**config.mk**
```make
export PLATFORM = sky130hd
export DESIGN_NAME = double_ended_queue
export DESIGN_NICKNAME = d
export VERILOG_FILES = /design/src/hw/rtl/deq_pkg.sv /design/src/hw/rtl/deq_ctrl.sv /design/src/hw/rtl/deq_dp.sv /design/src/hw/rtl/double_ended_queue.sv
export SDC_FILE = /design/constraint.sdc
export NUM_CORES = 1
export LEC_CHECK = 0
export BUFFER_PORTS_ARGS = -buffer_cell sky130_fd_sc_hd__buf_2
export CORE_MARGIN = 4
export CORE_UTILIZATION = 56
export DETAILED_ROUTE_END_ITERATION = 8
export HOLD_SLACK_MARGIN = 0.1
export PLACE_DENSITY = 0.83
export SKIP_LAST_GASP = 1
export SLEW_MARGIN = 20
export SYNTH_ARGS = -nofsm -noshare
export SYNTH_HDL_FRONTEND = slang
export SYNTH_SLANG_ARGS = --single-unit
```
**constraint.sdc**
```tcl
create_clock -name clk_i -period 4.5 [get_ports clk_i]
set_input_delay 0.9 -clock clk_i [delete_from_list [all_inputs] [get_ports clk_i]]
set_output_delay 0.9 -clock clk_i [all_outputs]
set_load 0.005 [all_outputs]
```
**src/hw/rtl/deq_pkg.sv**
```systemverilog
package deq_pkg;

  localparam int unsigned DATA_BITS = 32;
  localparam int unsigned KIND_BITS = 3;
  localparam int unsigned OCC_BITS  = 5;

  localparam logic [KIND_BITS-1:0] KIND_PUSH_FRONT = 3'd0;
  localparam logic [KIND_BITS-1:0] KIND_PUSH_REAR  = 3'd1;
  localparam logic [KIND_BITS-1:0] KIND_POP_FRONT  = 3'd2;
  localparam logic [KIND_BITS-1:0] KIND_POP_REAR   = 3'd3;
  localparam logic [KIND_BITS-1:0] KIND_NONE       = 3'd4;

  typedef struct packed {
    logic [KIND_BITS-1:0]        kind;
    logic signed [DATA_BITS-1:0] value;
  } in_t;

  typedef struct packed {
    logic signed [DATA_BITS-1:0] front_value;
    logic signed [DATA_BITS-1:0] rear_value;
    logic                        is_empty;
    logic                        is_full;
    logic [OCC_BITS-1:0]         occupancy;
    logic                        error;
  } out_t;

  // step commands from the controller to the datapath, at most one high at a time
  typedef struct packed {
    logic load;
    logic exec;
    logic rd;
  } cmd_t;

endpackage

```
**src/hw/rtl/deq_ctrl.sv**
```systemverilog
module deq_ctrl (
  input  logic          clk_i,
  input  logic          rst_ni,
  input  logic          in_valid_i,
  input  logic          out_stall_i,
  output deq_pkg::cmd_t cmd_o,
  output logic          in_stall_o,
  output logic          out_valid_o
);
  import deq_pkg::*;

  typedef enum logic [1:0] {
    ST_IDLE,
    ST_EXEC,
    ST_READ,
    ST_RESP
  } state_e;

  state_e state_q;
  logic   exec_q;
  logic   rd_q;
  logic   out_valid_q;

  always_ff @(posedge clk_i or negedge rst_ni) begin
    if (!rst_ni) begin
      state_q     <= ST_IDLE;
      exec_q      <= 1'b0;
      rd_q        <= 1'b0;
      out_valid_q <= 1'b0;
    end else begin
      exec_q <= 1'b0;
      rd_q   <= 1'b0;
      case (state_q)
        ST_IDLE: begin
          if (in_valid_i) begin
            state_q <= ST_EXEC;
            exec_q  <= 1'b1;
          end
        end
        ST_EXEC: begin
          state_q <= ST_READ;
          rd_q    <= 1'b1;
        end
        ST_READ: begin
          state_q     <= ST_RESP;
          out_valid_q <= 1'b1;
        end
        ST_RESP: begin
          if (!out_stall_i) begin
            state_q     <= ST_IDLE;
            out_valid_q <= 1'b0;
          end
        end
        default: begin
          state_q     <= ST_IDLE;
          out_valid_q <= 1'b0;
        end
      endcase
    end
  end

  assign in_stall_o  = (state_q != ST_IDLE);
  assign out_valid_o = out_valid_q;
  assign cmd_o.load  = in_valid_i && (state_q == ST_IDLE);
  assign cmd_o.exec  = exec_q;
  assign cmd_o.rd    = rd_q;

`ifndef ASSERT_OFF
  a_cmd_onehot: assert property (@(posedge clk_i) disable iff (!rst_ni)
    $onehot0({cmd_o.load, cmd_o.exec, cmd_o.rd}))
    else $error("controller issued more than one step command");
  a_exec_then_read: assert property (@(posedge clk_i) disable iff (!rst_ni)
    cmd_o.exec |=> cmd_o.rd)
    else $error("update was not followed by a store read");
  a_read_then_valid: assert property (@(posedge clk_i) disable iff (!rst_ni)
    cmd_o.rd |=> out_valid_o)
    else $error("store read was not followed by a result");
  a_busy_while_valid: assert property (@(posedge clk_i) disable iff (!rst_ni)
    out_valid_o |-> in_stall_o)
    else $error("input taken while a result is pending");
`endif

endmodule

```
**src/hw/rtl/deq_dp.sv**
```systemverilog
module deq_dp #(
  parameter int unsigned CAPACITY  = 16,
  parameter int unsigned WORD_BITS = 32
) (
  input  logic          clk_i,
  input  logic          rst_ni,
  input  deq_pkg::cmd_t cmd_i,
  input  deq_pkg::in_t  in_data_i,
  output deq_pkg::out_t out_data_o
);
  import deq_pkg::*;

  localparam int unsigned IDX_W = (CAPACITY > 1) ? $clog2(CAPACITY) : 1;
  localparam int unsigned CNT_W = $clog2(CAPACITY + 1);
  localparam logic [CNT_W-1:0] CNT_CAP  = CNT_W'(CAPACITY);
  localparam logic [IDX_W-1:0] IDX_LAST = IDX_W'(CAPACITY - 1);
  localparam logic [63:0]      ONES     = '1;
  localparam logic [63:0]      EMPTY_WORD = ONES >> (64 - WORD_BITS);

  // circular add of two indexes below CAPACITY
  function automatic logic [IDX_W-1:0] wrap_add(logic [IDX_W-1:0] a, logic [IDX_W-1:0] b);
    logic [IDX_W:0] sum;
    sum = {1'b0, a} + {1'b0, b};
    if (sum >= (IDX_W+1)'(CAPACITY)) begin
      sum = sum - (IDX_W+1)'(CAPACITY);
    end
    return sum[IDX_W-1:0];
  endfunction

  function automatic logic [DATA_BITS-1:0] fit_word(logic [WORD_BITS-1:0] w);
    logic [63:0] ext;
    ext = 64'(w);
    return ext[DATA_BITS-1:0];
  endfunction

  logic [WORD_BITS-1:0] mem_q [CAPACITY];

  logic [KIND_BITS-1:0] kind_q;
  logic [WORD_BITS-1:0] word_q;
  logic [IDX_W-1:0]     head_q, head_d;
  logic [CNT_W-1:0]     cnt_q, cnt_d;
  logic                 err_q, err_d;
  logic [WORD_BITS-1:0] front_rd_q, rear_rd_q;

  logic                 we;
  logic [IDX_W-1:0]     waddr;
  logic [IDX_W-1:0]     head_dec, head_inc, tail_addr, rear_addr;
  logic                 full, empty;
  logic [63:0]          value_ext;
  logic [31:0]          cnt_ext;

  assign full      = (cnt_q == CNT_CAP);
  assign empty     = (cnt_q == '0);
  assign head_dec  = (head_q == '0) ? IDX_LAST : head_q - IDX_W'(1);
  assign head_inc  = wrap_add(head_q, IDX_W'(1));
  assign tail_addr = wrap_add(head_q, cnt_q[IDX_W-1:0]);
  assign rear_addr = wrap_add(head_q, cnt_q[IDX_W-1:0] - IDX_W'(1));
  assign value_ext = {{32{in_data_i.value[DATA_BITS-1]}}, in_data_i.value};

  always_comb begin
    head_d = head_q;
    cnt_d  = cnt_q;
    err_d  = 1'b0;
    we     = 1'b0;
    waddr  = tail_addr;
    case (kind_q)
      KIND_PUSH_FRONT: begin
        if (full) begin
          err_d = 1'b1;
        end else begin
          head_d = head_dec;
          waddr  = head_dec;
          we     = 1'b1;
          cnt_d  = cnt_q + CNT_W'(1);
        end
      end
      KIND_PUSH_REAR: begin
        if (full) begin
          err_d = 1'b1;
        end else begin
          we    = 1'b1;
          cnt_d = cnt_q + CNT_W'(1);
        end
      end
      KIND_POP_FRONT: begin
        if (empty) begin
          err_d = 1'b1;
        end else begin
          head_d = head_inc;
          cnt_d  = cnt_q - CNT_W'(1);
        end
      end
      KIND_POP_REAR: begin
        if (empty) begin
          err_d = 1'b1;
        end else begin
          cnt_d = cnt_q - CNT_W'(1);
        end
      end
      default: begin
        err_d = 1'b0;
      end
    endcase
  end

  always_ff @(posedge clk_i or negedge rst_ni) begin
    if (!rst_ni) begin
      head_q <= '0;
      cnt_q  <= '0;
      err_q  <= 1'b0;
    end else if (cmd_i.exec) begin
      head_q <= head_d;
      cnt_q  <= cnt_d;
      err_q  <= err_d;
    end
  end

  // latch the item; unknown kinds fall through as no change
  always_ff @(posedge clk_i) begin
    if (cmd_i.load) begin
      kind_q <= in_data_i.kind;
      word_q <= value_ext[WORD_BITS-1:0];
    end
  end

  always_ff @(posedge clk_i) begin
    if (cmd_i.exec && we) begin
      mem_q[waddr] <= word_q;
    end
  end

  always_ff @(posedge clk_i) begin
    if (cmd_i.rd) begin
      front_rd_q <= mem_q[head_q];
      rear_rd_q  <= mem_q[rear_addr];
    end
  end

  assign cnt_ext = 32'(cnt_q);

  always_comb begin
    out_data_o.front_value = empty ? EMPTY_WORD[DATA_BITS-1:0] : fit_word(front_rd_q);
    out_data_o.rear_value  = empty ? EMPTY_WORD[DATA_BITS-1:0] : fit_word(rear_rd_q);
    out_data_o.is_empty    = empty;
    out_data_o.is_full     = full;
    out_data_o.occupancy   = cnt_ext[OCC_BITS-1:0];
    out_data_o.error       = err_q;
  end

`ifndef ASSERT_OFF
  a_cnt_bound: assert property (@(posedge clk_i) disable iff (!rst_ni)
    cnt_q <= CNT_CAP)
    else $error("count exceeds capacity");
  a_head_bound: assert property (@(posedge clk_i) disable iff (!rst_ni)
    head_q <= IDX_LAST)
    else $error("head index out of range");
  a_hold_idle: assert property (@(posedge clk_i) disable iff (!rst_ni)
    !cmd_i.exec |=> $stable(cnt_q) && $stable(head_q))
    else $error("pointers moved outside an update");
  a_err_no_change: assert property (@(posedge clk_i) disable iff (!rst_ni)
    cmd_i.exec && err_d |=> $stable(cnt_q) && $stable(head_q))
    else $error("faulted operation changed the queue");
`endif

endmodule

```
**src/hw/rtl/double_ended_queue.sv**
```systemverilog
// Channel  Direction  Handshake           Payload
// in       input      in_valid_i/_stall_o  deq_pkg::in_t  (kind, value)
// out      output     out_valid_o/_stall_i deq_pkg::out_t (front, rear, flags, count, error)
//
// An item goes through these steps in order: latch, update and
// store write, two-port store read into registers, result. The store's single
// write port and registered read set that sequence; one item is in flight.
// Reset clears head and count; store contents stay undefined until written.
// in_stall_o is high from acceptance until the result is taken; a stalled
// result holds its value.
module double_ended_queue #(
  parameter int unsigned CAPACITY  = 16,
  parameter int unsigned WORD_BITS = 32
) (
  input  logic          clk_i,
  input  logic          rst_ni,
  input  logic          in_valid_i,
  output logic          in_stall_o,
  input  deq_pkg::in_t  in_data_i,
  output logic          out_valid_o,
  input  logic          out_stall_i,
  output deq_pkg::out_t out_data_o
);
  import deq_pkg::*;

  cmd_t cmd;

  deq_ctrl u_ctrl (
    .clk_i       (clk_i),
    .rst_ni      (rst_ni),
    .in_valid_i  (in_valid_i),
    .out_stall_i (out_stall_i),
    .cmd_o       (cmd),
    .in_stall_o  (in_stall_o),
    .out_valid_o (out_valid_o)
  );

  deq_dp #(
    .CAPACITY  (CAPACITY),
    .WORD_BITS (WORD_BITS)
  ) u_dp (
    .clk_i      (clk_i),
    .rst_ni     (rst_ni),
    .cmd_i      (cmd),
    .in_data_i  (in_data_i),
    .out_data_o (out_data_o)
  );

endmodule
```
==> run metrics <==
status=finished, final reports clean; CP endpoint kind=output port; final worst slack=between 0.4 and 0.5 ns; count of cell types in the netlist=46; RSZ-0062 raised after global routing=false; grt ovf=0; sequential share of the synthesized area=66.80%; FFs w/ async S/R, synth=2.396%; fmax=0.2488 GHz; Layout area overhead=12.82%; EDFF count, synth=roughly 610; final net count=1540; I/O pin cnt=113; Clk Latency, worst-skew pair=0.65 ns; Worst setup SP type=flip-flop; initial antenna violation count=0; Mapped Avg Cell Area=20.70 um2; Clock Tree Buf Depth=3; row count=81; # setup viols final=0; share of post-route cells with drive strength above 1=a little over 40%; ant diodes=0; 1st-pass router iterations=5; post-DR vias/cell=between 7 and 8; Slew @ Worst Pin=about 1.2 ns; gpl congestion=0.8339; crit path time final=roughly 4.0 ns; largest net degree at the start of global routing=97; Initial Utilization=56.91%; Placed Cells=2081; Syn Nets=between 1k and 1.5k; TritonCTS Buffers=60; CP endpoint=out_data_o[43]; Synth Flop Type=edfxtp_1; CP Data Arrival Time=3.12 ns; max-slew violations=0; Setup Fix Bufs, Post-CTS=0; number of global-route vias before repair=16.06k; Worst slew margin=22.88%; max cap viols=0; post-synthesis cell area=28030 um2; Synth Instances=roughly 1.4k; RR Startpoint=u_dp.cnt_q[0]$_DFFE_PN0P_; Setup crit start=u_dp.cnt_q[0]$_DFFE_PN0P_; worst clock skew=roughly 0.025 ns; DR DRC count=0; Port Buffers=112; synth warn=0; Hold Fails Final Rpt=0; Crit Reg-Reg Endpoint=u_dp.mem_q[13][15]$_DFFE_PP_; clk root buf=clkbuf_16; Die ar.=around 54000 um2; Hold Crit Class=input pin to async pin; Worst R2R Path Depth=8; vias after detailed routing=between 15k and 20k; Worst Hold Slack=around 0.16 ns; Crit Path Class=flip-flop to output port; die width=between 200 and 250 um; post-place setup slack=between 0.8 and 0.9 ns; Layout Cells excl Fill=around 2.2k; core area=49250 um2; drt first-iter violations=2127; routed len/inst=31.81 um; first-pass GRT wire length=104200 um; die height=231.7 um; WL final=69770 um; hold buffers post-CTS=0; r2r setup slk=0.75 ns; most frequent cells in the layout=edfxtp_1, mux4_2, buf_2; Layout fillers=3182; clock slew at reported path FFs=roughly 0.060 ns; hpwl dp=37580 um; Yosys reg bits=626; period utilization=89.31%; most common cell after layout, fill and taps aside=edfxtp_1; Crit Path Max Fanout=39; CTS H-tree depth=2; Final ANT Viol Nets=0; CTS-repair resized insts=0; Worst Path Required=3.60 ns; total track usage=between 20% and 30%; CTS tree=done; Clock Sinks=626
==> metal layers <==
metal  global-route usage (%)  share of wire [%]  routed length, um  vias to the layer above
met2                    43.56                 51              35290                     1268
met1                    34.34                 34              23730                     7978
li1                         -                  -                  -                     6025
met5                        0                  0                  0                        -
met3                    6.845                 11               7875                      197
met4                    9.397                4.1               2875                        0
==> per-stage QoR <==
stage / utilization (%) / setup TNS (ns) / instance area [um2]
after floorplan: - / -60.10 / 28030
after global placement: 60.16 / 0 / 29630
after detailed placement: 60.16 / 0 / 29630
after CTS: 64.16 / 0 / 31600
after global routing: 64.20 / 0 / 31620
final: 64.20 / 0 / 31620
==> final cells by class <==
class                   count  area [um2]  share of cell area (%)
clock buffers              75        1558                   4.926
clock inverters            36       412.9                   1.306
inverters                  11       41.29                  0.1306
multi-input cells         619        9009                   28.49
flip-flops and latches    626       18740                   59.25
well taps                 664       830.8                   2.627
repair buffers            162        1036                   3.276
==> worst min path at each step <==
stage / startpoint / slack (ns) / end / depth (start not counted)
final: rst_ni / 0.16 / u_ctrl.state_q[1]$_DFFE_PN0P_ / 1
after global routing: rst_ni / 0.17 / u_ctrl.state_q[1]$_DFFE_PN0P_ / 1
after CTS: rst_ni / 0.14 / u_ctrl.state_q[1]$_DFFE_PN0P_ / 1
after detailed placement: u_ctrl.out_valid_o$_DFFE_PN0P_ / 0.51 / u_ctrl.out_valid_o$_DFFE_PN0P_ / 2
after global placement: u_ctrl.out_valid_o$_DFFE_PN0P_ / 0.49 / u_ctrl.out_valid_o$_DFFE_PN0P_ / 2
after floorplan: u_dp.err_q$_DFFE_PN0P_ / 0.48 / u_dp.err_q$_DFFE_PN0P_ / 1
==> Yosys cell counts (2+ instances only) <==
| master | number | area, um2 |
|---|---|---|
| a21boi_0 | 2 | 15.01 |
| a21o_1 | 4 | 30.03 |
| a21oi_1 | 8 | 40.04 |
| and2_1 | 2 | 12.51 |
| buf_1 | 8 | 30.03 |
| buf_2 | 32 | 160.2 |
| buf_4 | 4 | 30.03 |
| buf_6 | 6 | 67.56 |
| clkbuf_1 | 48 | 180.2 |
| dfrtp_1 | 15 | 375.4 |
| edfxtp_1 | 611 | 18350 |
| fa_1 | 3 | 60.06 |
| ha_1 | 18 | 225.2 |
| inv_1 | 10 | 37.54 |
| mux2_2 | 2 | 22.52 |
| mux2i_1 | 34 | 340.3 |
| mux4_2 | 287 | 6464 |
| nand2_1 | 15 | 56.30 |
| nand2b_1 | 3 | 18.77 |
| nand3_1 | 72 | 360.4 |
| nand3b_1 | 2 | 15.01 |
| nor2_1 | 8 | 30.03 |
| nor3_1 | 12 | 60.06 |
| o211ai_1 | 32 | 240.2 |
| o21a_1 | 2 | 15.01 |
| o21ai_0 | 7 | 35.03 |
| o22a_1 | 2 | 17.52 |
| o22ai_1 | 9 | 56.30 |
| or2_1 | 3 | 18.77 |
| or2_2 | 61 | 381.6 |
| or3b_1 | 2 | 17.52 |
| xnor2_1 | 12 | 105.1 |
| xor2_1 | 5 | 43.79 |
==> worst max-delay path, stage by stage (launching register included) <==
cell	delay, ns
dfrtp_1	0.46
inv_1	0.23
ha_1	0.22
or3b_1	0.42
nor2_4	0.58
buf_12	0.27
or2_2	0.15
buf_2	0.11
==> sequential cells by signal, indices dropped and copies added, names as in the netlist <==
name	count
u_dp.head_q	4
u_dp.mem_q	512
u_ctrl.state_q	2
u_dp.cnt_q	5
u_dp.err_q	1
u_dp.kind_q	3
u_dp.rear_rd_q	32
u_ctrl.rd_q	1
u_dp.front_rd_q	32
u_ctrl.out_valid_o	1
u_dp.word_q	32
u_ctrl.exec_q	1
==> cells by family (layout without fill, tap and decap cells) <==
logic type               after synthesis  after routing  share of synthesized area (%)
adder cells (fa/ha/maj)               21             21                          1.018
AO/OA/AOI/OAI                         71             71                          1.741
AND/OR/NAND/NOR                      185            185                          3.643
multiplexers                         324            324                          24.40
flip-flops                           626            626                          66.80
buffers and inverters                109            284                          1.817
XOR/XNOR                              18             18                         0.5892
Power is left out: the tool's default activity adds up to more than one toggle a clock period on the data nets, which glitch-free logic cannot reach.
